### src/design/scb_pkg.sv
// ============================================================================
// scb_pkg - shared types and constants for the size-class buffer pool
// Opcodes, item kinds, result status codes and the queue entry layout.
// ============================================================================
`default_nettype none

package scb_pkg;

    localparam int ENTRIES_PER_TIER = 16;
    localparam int TIER_COUNT       = 4;
    localparam int HANDLE_BITS      = 32;

    // stored handle width: handles are masked to HANDLE_BITS, ports are 32 wide
    localparam int STORE_W    = (HANDLE_BITS < 32) ? HANDLE_BITS : 32;
    localparam int RAM_DEPTH  = TIER_COUNT * ENTRIES_PER_TIER;
    localparam int ADDR_W     = $clog2(RAM_DEPTH);
    localparam int FILL_W     = $clog2(ENTRIES_PER_TIER + 1);
    localparam int TIER_W     = 3;
    localparam int TIER_IDX_W = $clog2(TIER_COUNT);
    localparam int LIMIT_W    = 24;
    localparam int CFG_IDX_W  = 2;

    localparam int QUEUE_DEPTH = 2;
    localparam int QPTR_W      = $clog2(QUEUE_DEPTH);
    localparam int QCNT_W      = $clog2(QUEUE_DEPTH + 1);

    localparam logic [TIER_W-1:0] OVERSIZE_TIER = 3'd4;

    localparam logic [CFG_IDX_W-1:0] CFG_TIER0 = 2'd0;
    localparam logic [CFG_IDX_W-1:0] CFG_TIER1 = 2'd1;
    localparam logic [CFG_IDX_W-1:0] CFG_TIER2 = 2'd2;
    localparam logic [CFG_IDX_W-1:0] CFG_TIER3 = 2'd3;

    localparam logic [1:0] OP_GET   = 2'd0;
    localparam logic [1:0] OP_PUT   = 2'd1;
    localparam logic [1:0] OP_STATS = 2'd2;

    typedef enum logic [2:0] {
        ST_HIT     = 3'd0,
        ST_MISS    = 3'd1,
        ST_STORED  = 3'd2,
        ST_FREE    = 3'd3,
        ST_IGNORED = 3'd4,
        ST_STATS   = 3'd5
    } t_status;

    typedef enum logic [1:0] {
        K_GET    = 2'd0,
        K_PUT    = 2'd1,
        K_STATS  = 2'd2,
        K_IGNORE = 2'd3
    } t_kind;

    typedef struct packed {
        t_kind               kind;
        logic [TIER_W-1:0]   tier;
        logic [31:0]         buf_size;
        logic [STORE_W-1:0]  handle;
    } t_entry;

endpackage

`default_nettype wire

### src/design/scb_ram.sv
// ============================================================================
// scb_ram - generic single-port-write, single-port-read RAM
// One write and one registered read per cycle.
// ============================================================================
`default_nettype none

module scb_ram #(
    parameter int WIDTH = 32,
    parameter int DEPTH = 64
) (
    input  wire logic                     i_clk,
    input  wire logic                     i_wr_en,
    input  wire logic [$clog2(DEPTH)-1:0] i_wr_addr,
    input  wire logic [WIDTH-1:0]         i_wr_data,
    input  wire logic                     i_rd_en,
    input  wire logic [$clog2(DEPTH)-1:0] i_rd_addr,
    output logic      [WIDTH-1:0]         o_rd_data
);

    logic [WIDTH-1:0] r_mem [DEPTH];
    logic [WIDTH-1:0] r_rd_data;

    always_ff @(posedge i_clk) begin
        if (i_wr_en) begin
            r_mem[i_wr_addr] <= i_wr_data;
        end
        if (i_rd_en) begin
            r_rd_data <= r_mem[i_rd_addr];
        end
    end

    assign o_rd_data = r_rd_data;

endmodule

`default_nettype wire

### src/design/scb_front.sv
// ============================================================================
// scb_front - request intake and size-class selection
// Holds the tier limits, picks the tier and classifies each item.
// ============================================================================
`default_nettype none

module scb_front import scb_pkg::*; (
    input  wire logic                 i_clk,
    input  wire logic                 i_rst_n,
    input  wire logic                 i_cfg_we,
    input  wire logic [CFG_IDX_W-1:0] i_cfg_index,
    input  wire logic [LIMIT_W-1:0]   i_cfg_data,
    input  wire logic                 i_valid,
    output logic                      o_stall,
    input  wire logic [1:0]           i_opcode,
    input  wire logic [31:0]          i_request_size,
    input  wire logic [31:0]          i_handle_in,
    input  wire logic                 i_full,
    output logic                      o_push,
    output t_entry                    o_entry
);

    logic [LIMIT_W-1:0] r_limit [TIER_COUNT];
    logic [TIER_W-1:0]  tier_sel;
    logic [STORE_W-1:0] handle_m;
    logic               size_nz;

    always_ff @(posedge i_clk) begin
        if (!i_rst_n) begin
            r_limit[0] <= 24'd4096;
            r_limit[1] <= 24'd16384;
            r_limit[2] <= 24'd65536;
            r_limit[3] <= 24'd262144;
        end else if (i_cfg_we) begin
            case (i_cfg_index)
                CFG_TIER0: r_limit[0] <= i_cfg_data;
                CFG_TIER1: r_limit[1] <= i_cfg_data;
                CFG_TIER2: r_limit[2] <= i_cfg_data;
                CFG_TIER3: r_limit[3] <= i_cfg_data;
                default: begin
                end
            endcase
        end
    end

    // first tier in order whose limit covers the size
    always_comb begin
        tier_sel = OVERSIZE_TIER;
        for (int t = TIER_COUNT - 1; t >= 0; t--) begin
            if (i_request_size <= {8'b0, r_limit[t]}) begin
                tier_sel = TIER_W'(t);
            end
        end
    end

    assign handle_m = i_handle_in[STORE_W-1:0];
    assign size_nz  = (i_request_size != 32'd0);

    always_comb begin
        o_entry.tier   = tier_sel;
        o_entry.handle = handle_m;
        if (tier_sel == OVERSIZE_TIER) begin
            o_entry.buf_size = i_request_size;
        end else begin
            o_entry.buf_size = {8'b0, r_limit[tier_sel[TIER_IDX_W-1:0]]};
        end
        if (i_opcode == OP_GET && size_nz) begin
            o_entry.kind = K_GET;
        end else if (i_opcode == OP_PUT && size_nz && handle_m != '0) begin
            o_entry.kind = K_PUT;
        end else if (i_opcode == OP_STATS) begin
            o_entry.kind = K_STATS;
        end else begin
            o_entry.kind = K_IGNORE;
        end
    end

    assign o_stall = i_full;
    assign o_push  = i_valid && !i_full;

endmodule

`default_nettype wire

### src/design/scb_queue.sv
// ============================================================================
// scb_queue - short queue between intake and execution
// Register-based FIFO of classified items.
// ============================================================================
`default_nettype none

module scb_queue import scb_pkg::*; (
    input  wire logic   i_clk,
    input  wire logic   i_rst_n,
    input  wire logic   i_push,
    input  wire t_entry i_entry,
    output logic        o_full,
    input  wire logic   i_pop,
    output logic        o_valid,
    output t_entry      o_entry
);

    t_entry            r_mem [QUEUE_DEPTH];
    logic [QPTR_W-1:0] r_wr_ptr;
    logic [QPTR_W-1:0] r_rd_ptr;
    logic [QCNT_W-1:0] r_count;

    always_ff @(posedge i_clk) begin
        if (i_push) begin
            r_mem[r_wr_ptr] <= i_entry;
        end
        if (!i_rst_n) begin
            r_wr_ptr <= '0;
            r_rd_ptr <= '0;
            r_count  <= '0;
        end else begin
            if (i_push) begin
                r_wr_ptr <= r_wr_ptr + QPTR_W'(1);
            end
            if (i_pop) begin
                r_rd_ptr <= r_rd_ptr + QPTR_W'(1);
            end
            if (i_push && !i_pop) begin
                r_count <= r_count + QCNT_W'(1);
            end else if (i_pop && !i_push) begin
                r_count <= r_count - QCNT_W'(1);
            end
        end
    end

    assign o_full  = (r_count == QCNT_W'(QUEUE_DEPTH));
    assign o_valid = (r_count != '0);
    assign o_entry = r_mem[r_rd_ptr];

    a_no_overflow: assert property (@(posedge i_clk) disable iff (!i_rst_n)
        i_push |-> (r_count < QCNT_W'(QUEUE_DEPTH)) || i_pop)
        else $error("queue push while full");

    a_no_underflow: assert property (@(posedge i_clk) disable iff (!i_rst_n)
        i_pop |-> r_count != '0)
        else $error("queue pop while empty");

endmodule

`default_nettype wire

### src/design/scb_back.sv
// ============================================================================
// scb_back - execution of classified items
// Per-tier handle stacks in RAM, fill counts, counters and the result register.
// ============================================================================
`default_nettype none

module scb_back import scb_pkg::*; (
    input  wire logic   i_clk,
    input  wire logic   i_rst_n,
    input  wire logic   i_valid,
    input  wire t_entry i_entry,
    output logic        o_pop,
    output logic        o_valid,
    input  wire logic   i_stall,
    output logic [2:0]  o_status,
    output logic [31:0] o_handle_out,
    output logic [31:0] o_buf_size,
    output logic [2:0]  o_tier,
    output logic [31:0] o_hit_count,
    output logic [31:0] o_miss_count,
    output logic [31:0] o_return_count
);

    typedef enum logic {
        S_IDLE,
        S_READ
    } t_state;

    t_state                r_state;
    logic [FILL_W-1:0]     r_fill [TIER_COUNT];
    logic [31:0]           r_hits;
    logic [31:0]           r_misses;
    logic [31:0]           r_returns;
    logic                  r_out_valid;
    t_status               r_out_status;
    logic [31:0]           r_out_handle;
    logic [31:0]           r_out_alloc;
    logic [TIER_W-1:0]     r_out_tier;
    logic [31:0]           r_out_hc;
    logic [31:0]           r_out_mc;
    logic [31:0]           r_out_rc;

    logic [TIER_IDX_W-1:0] t_idx;
    logic                  pooled;
    logic                  take;
    logic [FILL_W-1:0]     cur_fill;
    logic [FILL_W-1:0]     fill_dec;
    logic                  hit;
    logic                  store;
    logic [ADDR_W-1:0]     ram_addr;
    logic [STORE_W-1:0]    ram_rd_data;

    always_comb begin
        t_idx    = i_entry.tier[TIER_IDX_W-1:0];
        pooled   = (i_entry.tier != OVERSIZE_TIER);
        take     = i_valid && (r_state == S_IDLE) && (!r_out_valid || !i_stall);
        cur_fill = r_fill[t_idx];
        fill_dec = cur_fill - FILL_W'(1);
        hit      = (i_entry.kind == K_GET) && pooled && (cur_fill != '0);
        store    = (i_entry.kind == K_PUT) && pooled &&
                   (cur_fill < FILL_W'(ENTRIES_PER_TIER));
        // stack slot: tier base plus top-of-stack (pop) or next free (push)
        ram_addr = ADDR_W'(t_idx) * ADDR_W'(ENTRIES_PER_TIER) +
                   ADDR_W'(hit ? fill_dec : cur_fill);
    end

    scb_ram #(
        .WIDTH (STORE_W),
        .DEPTH (RAM_DEPTH)
    ) u_ram (
        .i_clk     (i_clk),
        .i_wr_en   (take && store),
        .i_wr_addr (ram_addr),
        .i_wr_data (i_entry.handle),
        .i_rd_en   (take && hit),
        .i_rd_addr (ram_addr),
        .o_rd_data (ram_rd_data)
    );

    always_ff @(posedge i_clk) begin
        if (!i_rst_n) begin
            r_state     <= S_IDLE;
            r_out_valid <= 1'b0;
            r_hits      <= '0;
            r_misses    <= '0;
            r_returns   <= '0;
            for (int t = 0; t < TIER_COUNT; t++) begin
                r_fill[t] <= '0;
            end
        end else begin
            if (r_out_valid && !i_stall) begin
                r_out_valid <= 1'b0;
            end
            if (r_state == S_READ) begin
                r_out_handle <= 32'(ram_rd_data);
                r_out_valid  <= 1'b1;
                r_state      <= S_IDLE;
            end else if (take) begin
                r_out_handle <= '0;
                r_out_alloc  <= '0;
                r_out_tier   <= '0;
                r_out_hc     <= '0;
                r_out_mc     <= '0;
                r_out_rc     <= '0;
                r_out_valid  <= 1'b1;
                case (i_entry.kind)
                    K_GET: begin
                        r_out_tier  <= i_entry.tier;
                        r_out_alloc <= i_entry.buf_size;
                        if (hit) begin
                            r_fill[t_idx] <= fill_dec;
                            r_hits        <= r_hits + 32'd1;
                            r_out_status  <= ST_HIT;
                            r_out_valid   <= 1'b0;
                            r_state       <= S_READ;
                        end else begin
                            r_misses     <= r_misses + 32'd1;
                            r_out_status <= ST_MISS;
                        end
                    end
                    K_PUT: begin
                        r_out_tier <= i_entry.tier;
                        if (store) begin
                            r_fill[t_idx] <= cur_fill + FILL_W'(1);
                            r_returns     <= r_returns + 32'd1;
                            r_out_status  <= ST_STORED;
                        end else begin
                            r_out_status <= ST_FREE;
                        end
                    end
                    K_STATS: begin
                        r_out_status <= ST_STATS;
                        r_out_hc     <= r_hits;
                        r_out_mc     <= r_misses;
                        r_out_rc     <= r_returns;
                    end
                    default: begin
                        r_out_status <= ST_IGNORED;
                    end
                endcase
            end
        end
    end

    assign o_pop          = take;
    assign o_valid        = r_out_valid;
    assign o_status       = r_out_status;
    assign o_handle_out   = r_out_handle;
    assign o_buf_size     = r_out_alloc;
    assign o_tier         = r_out_tier;
    assign o_hit_count    = r_out_hc;
    assign o_miss_count   = r_out_mc;
    assign o_return_count = r_out_rc;

    a_read_no_out: assert property (@(posedge i_clk) disable iff (!i_rst_n)
        r_state == S_READ |-> !r_out_valid)
        else $error("result pending while handle read in flight");

    a_hit_read: assert property (@(posedge i_clk) disable iff (!i_rst_n)
        take && hit |=> r_state == S_READ)
        else $error("hit did not start handle read");

    a_pop_dec: assert property (@(posedge i_clk) disable iff (!i_rst_n)
        take && hit |=> r_fill[$past(t_idx)] == $past(fill_dec))
        else $error("fill count not decremented on pop");

endmodule

`default_nettype wire

### src/design/size_class_buffer_pool_top.sv
// ============================================================================
// size_class_buffer_pool_top - four-tier free buffer handle pool
// Get, put and statistics requests against per-size-class handle stacks.
// ============================================================================
//
//  Channel   Direction  Handshake                  Payload
//  --------  ---------  -------------------------  ------------------------------
//  request   in         i_in_valid / o_in_stall    i_opcode, i_request_size,
//                                                  i_handle_in
//  result    out        o_out_valid / i_out_stall  o_status, o_handle_out,
//                                                  o_buf_size, o_tier,
//                                                  o_hit_count, o_miss_count,
//                                                  o_return_count
//  config    in         i_cfg_we (no wait)         i_cfg_index, i_cfg_data
//
//  Rate: one item per cycle while results are not held by i_out_stall, except
//  a get that hits, which holds the execute stage in its read state because the
//  popped handle comes out of the registered RAM read.
//  Reset: synchronous, active low; fill counts, counters and limits reset at
//  once, the handle RAM is not cleared (fill counts guard every read).
//  Stalls: a two-entry queue parts intake from execution, so two more requests
//  are still taken while a result waits on i_out_stall; then o_in_stall rises.
//
`default_nettype none

module size_class_buffer_pool_top import scb_pkg::*; (
    input  wire logic                 i_clk,
    input  wire logic                 i_rst_n,
    // configuration
    input  wire logic                 i_cfg_we,
    input  wire logic [CFG_IDX_W-1:0] i_cfg_index,
    input  wire logic [LIMIT_W-1:0]   i_cfg_data,
    // request channel
    input  wire logic                 i_in_valid,
    output logic                      o_in_stall,
    input  wire logic [1:0]           i_opcode,
    input  wire logic [31:0]          i_request_size,
    input  wire logic [31:0]          i_handle_in,
    // result channel
    output logic                      o_out_valid,
    input  wire logic                 i_out_stall,
    output logic [2:0]                o_status,
    output logic [31:0]               o_handle_out,
    output logic [31:0]               o_buf_size,
    output logic [2:0]                o_tier,
    output logic [31:0]               o_hit_count,
    output logic [31:0]               o_miss_count,
    output logic [31:0]               o_return_count
);

    // classified item from intake into the queue
    t_entry front_entry;
    logic   front_push;
    logic   q_full;

    // queue head toward execution
    t_entry q_entry;
    logic   q_valid;
    logic   back_pop;

    // intake: tier limits, four parallel compares, item kind
    scb_front u_front (
        .i_clk          (i_clk),
        .i_rst_n        (i_rst_n),
        .i_cfg_we       (i_cfg_we),
        .i_cfg_index    (i_cfg_index),
        .i_cfg_data     (i_cfg_data),
        .i_valid        (i_in_valid),
        .o_stall        (o_in_stall),
        .i_opcode       (i_opcode),
        .i_request_size (i_request_size),
        .i_handle_in    (i_handle_in),
        .i_full         (q_full),
        .o_push         (front_push),
        .o_entry        (front_entry)
    );

    // decoupling queue
    scb_queue u_queue (
        .i_clk   (i_clk),
        .i_rst_n (i_rst_n),
        .i_push  (front_push),
        .i_entry (front_entry),
        .o_full  (q_full),
        .i_pop   (back_pop),
        .o_valid (q_valid),
        .o_entry (q_entry)
    );

    // execution: stack push/pop, counters, result register
    scb_back u_back (
        .i_clk          (i_clk),
        .i_rst_n        (i_rst_n),
        .i_valid        (q_valid),
        .i_entry        (q_entry),
        .o_pop          (back_pop),
        .o_valid        (o_out_valid),
        .i_stall        (i_out_stall),
        .o_status       (o_status),
        .o_handle_out   (o_handle_out),
        .o_buf_size     (o_buf_size),
        .o_tier         (o_tier),
        .o_hit_count    (o_hit_count),
        .o_miss_count   (o_miss_count),
        .o_return_count (o_return_count)
    );

endmodule

`default_nettype wire

### config.mk
export PLATFORM = sky130hd
export DESIGN_NAME = size_class_buffer_pool_top
export DESIGN_NICKNAME = d
export VERILOG_FILES = /design/src/design/scb_pkg.sv /design/src/design/scb_ram.sv /design/src/design/scb_front.sv /design/src/design/scb_queue.sv /design/src/design/scb_back.sv /design/src/design/size_class_buffer_pool_top.sv
export SDC_FILE = /design/constraint.sdc
export NUM_CORES = 2
export LEC_CHECK = 0
export BUFFER_PORTS_ARGS = -buffer_cell sky130_fd_sc_hd__buf_2
export CAP_MARGIN = 20
export CORE_AREA = 2 2 359 716
export CTS_BUF_LIST = sky130_fd_sc_hd__clkbuf_4 sky130_fd_sc_hd__clkbuf_8
export DETAILED_ROUTE_END_ITERATION = 12
export DIE_AREA = 0 0 361 718
export PLACE_DENSITY_LB_ADDON = 0.15
export SLEW_MARGIN = 5
export SYNTH_ARGS = -nofsm -noshare
export SYNTH_HDL_FRONTEND = slang
export SYNTH_SLANG_ARGS = --single-unit
### constraint.sdc
create_clock -name i_clk -period 6.6 [get_ports i_clk]
set_input_delay 1.32 -clock i_clk [delete_from_list [all_inputs] [get_ports i_clk]]
set_output_delay 1.32 -clock i_clk [all_outputs]
set_load 0.01 [all_outputs]
==> results.ini <==
[route]
top_layer_used = met5
antenna_left = 0
viasPerCell = 5.906
wl_um = 340700
route.detailed.drc = 0
dr.pass1.iters = 10
vias = 60720
drt_iter0_drc = 6476
post_drt_wl_per_cell_um = 33.13
wl_met2_um = 187800
route.met3.wl_um = 18850
wl_met1_um = 113700

[floorplan]
initial_core_util_pct = 39.76
die_y_um = 718
pin_count = 265
rows = 262
dieArea_mm2 = 0.2592
fp.dieW_um = 361
core-area_mm2 = 0.2541

[yosys]
synth_edf_count = 2500
syn_area_mm2 = 0.1010
ys_types = 86
synth-warning-count = 0
avgSynthCellArea_um2 = 16.51
synthCells = 6119
synth_ff_type = edfxtp_1
ys_ff_latch = 2603
async_flop_share_pct = 0
synth_fp_nets = 6319
ys_seq_area_share_pct = 76.36

[global_routing]
antenna_found_initial = 8
grt_pass1_wl_um = 471900
grt_use_total_pct = 25.69
grt_pass1_vias = 62220
grt_max_degree = 85
overflow = 0

[sta]
grt_setup_unrepaired = false
skew_ns = 0.09429
worst_pin_slew_ns = 1.297
maxSlewViolCount = 0
setup_viol = 0
min_period_ns = 6.296
hold_viol = 0
setup_tns_ns = 0
maxSlewHeadroom_pct = 13.55
finalCritPeriodShare_pct = 95.39
fmax_ghz = 0.1588

[clock_tree]
cts_resized = 0
post_cts_buffers = 0
clk_latency_ns = 1.05
numCtsBuffers = 371
holdBufCountCts = 0
clock_tree.buffer_depth = 4
clk_pin_slew_ns = 0.07
cts_tree = built
htree_levels = 5
cts_root_buffer = clkbuf_8
cts_sinks = 2603

[setup_path]
critPathLaunchType = flip-flop
crit_path_cell_trace = mux2i_4 > inv_4 > mux4_2 > inv_1 > ha_1 > and3b_1 > o211ai_1 > nand3_4 > buf_4 > and2_1 > a2111oi_0 > a31oi_1 > nor4_1 > buf_4 > nand4_1
crit_type = reg2reg
cp-end-kind = flip-flop
crit_required_ns = 7.34
critPathSlowestCell = nor4_1
max_stage_delay_ns = 0.84
path_max_fanout = 39
arrival_ns = 7.03
cp_common_cell = buf_4

[final_layout]
drive_gt1_share_pct = 19.97
syn_to_final_growth_pct = 14.72
final_cell_mix = 2500 x edfxtp_1, 490 x and2_1, 380 x clkbuf_8, 349 x nand2_1, 263 x buf_2
layout_commonest_cell = edfxtp_1
layout.nets = 6887
stdcell_area_mm2 = 0.1159

[place]
dp_hpwl_um = 217400
place_area_mm2 = 0.1086
gp_congestion = 0.9185
place.port_buffers = 264

[power]
power.leakage_nw = 37.70
peakVddDrop_mv = 0.2659
p_per_area_mw_per_mm2 = 408.6

[status]
outcome = completed

[run]
cap_violations = 0

[hold_path]
hold_class = reg2reg

## layout make-up
cell class / count / area [um^2]
timing repair buffer: 567 / 4340
clock inverter: 180 / 1254
inverter: 114 / 435.4
fill: 22120 / 138200
antenna: 7 / 17.52
multi-input combinational: 3030 / 22580
sequential: 2603 / 77140
clock buffer: 481 / 5988
tap: 3300 / 4129
## final timing paths
kind,endpoint,slack (ns),cells past startpoint,from
min,u_back.r_misses[31],0.49,2,u_back.r_misses[31]
max,u_back.u_ram.o_rd_data[26],0.30,15,flip-flop
max reg2reg,u_back.u_ram.o_rd_data[26],0.30,15,flip-flop
min reg2reg,u_back.r_misses[31],0.49,2,u_back.r_misses[31]
## cell usage after synthesis (21+ instances only)
cell type  count  share of area, %
nand4_1       74              0.46
o221ai_1      26              0.23
edfxtp_1    2500                74
buf_6         23              0.26
a222oi_1     248               2.5
o2bb2ai_1     29              0.25
a31oi_1      189               1.2
nor2_1       188              0.70
a22oi_1       90              0.67
clkbuf_1     261              0.97
buf_1         31              0.12
a21o_1        28              0.21
o21ai_0       32              0.16
inv_1        113              0.42
a31o_2        58              0.50
xnor2_1       79              0.68
nor2b_1       21              0.13
mux2_2        61              0.68
buf_2         52              0.26
and3_1        26              0.16
a221oi_1     157               1.4
and2_1       490               3.0
ha_1         103               1.3
a21oi_1       37              0.18
a2111oi_0     96              0.83
nor4_1        53              0.33
dfxtp_1      103               2.0
nor3_1        22              0.11
mux2i_1       64              0.63
nand2_1      354               1.3
a21boi_0     102              0.76
a22o_1       153               1.3
a221o_1       29              0.29
nand3_1       62              0.31
## layer usage
layer,vias up,track usage (%)
met1,31480,26.47
met4,2,13.67
met5,-,0
met2,2636,49.52
li1,25890,-
met3,716,3.589
## critical path: cells and delay by family, from the launching register on
kind / cells / cell delay (ns)
fa+ha+maj: 1 / 0.45
buf+inv: 4 / 1.12
mux: 2 / 1.04
flops: 1 / 0.45
simple gates: 5 / 2.16
compound gates: 3 / 0.68
## logic make-up after synthesis
family	count (synthesis)	share of synthesized area (%)
simple gates	1357	7.049
mux	129	1.403
xor+xnor	96	0.8324
buf+inv	486	2.062
fa+ha+maj	103	1.276
flops	2603	76.36
compound gates	1345	11.02
## state kept, by name, indices dropped and copies added, names as in the netlist, named ones only
register and count:
u_back.r_hits 32, u_queue.r_mem 138, u_back.o_tier 3, u_back.o_return_count 32, u_front.r_limit 96, u_back.o_miss_count 32, u_back.r_misses 32, u_back.u_ram.r_mem 2048
u_back.o_valid 1, u_back.r_returns 32, u_back.r_state 1, u_back.o_handle_out 32, u_queue.r_count 2, u_back.o_hit_count 32, u_back.r_fill 20, u_queue.r_wr_ptr 1
u_back.u_ram.o_rd_data 32, u_back.o_status 3, u_back.o_buf_size 32, u_queue.r_rd_ptr 1
## stage by stage
step	utilization (%)	setup slack (ns)	power, mW	hold slack [ns]	instances
floorplan	-	1.103	27.79	0.4523	6119
global placement	42.73	0.5320	34.69	0.4617	9609
detailed placement	42.75	0.5423	34.83	0.4829	9613
CTS	45.60	0.4921	47.63	0.3941	10270
global route	45.61	0.1309	48.80	0.4513	10280
finish	45.61	0.3043	47.35	0.4864	10280
## power by group
group          total (mW)  internal, mW  switching [mW]
combinational        14.1          4.00            10.1
sequential           20.4          20.2           0.208
clock                12.9          6.48            6.40
Note: power is estimated with default switching activity, not from simulation.
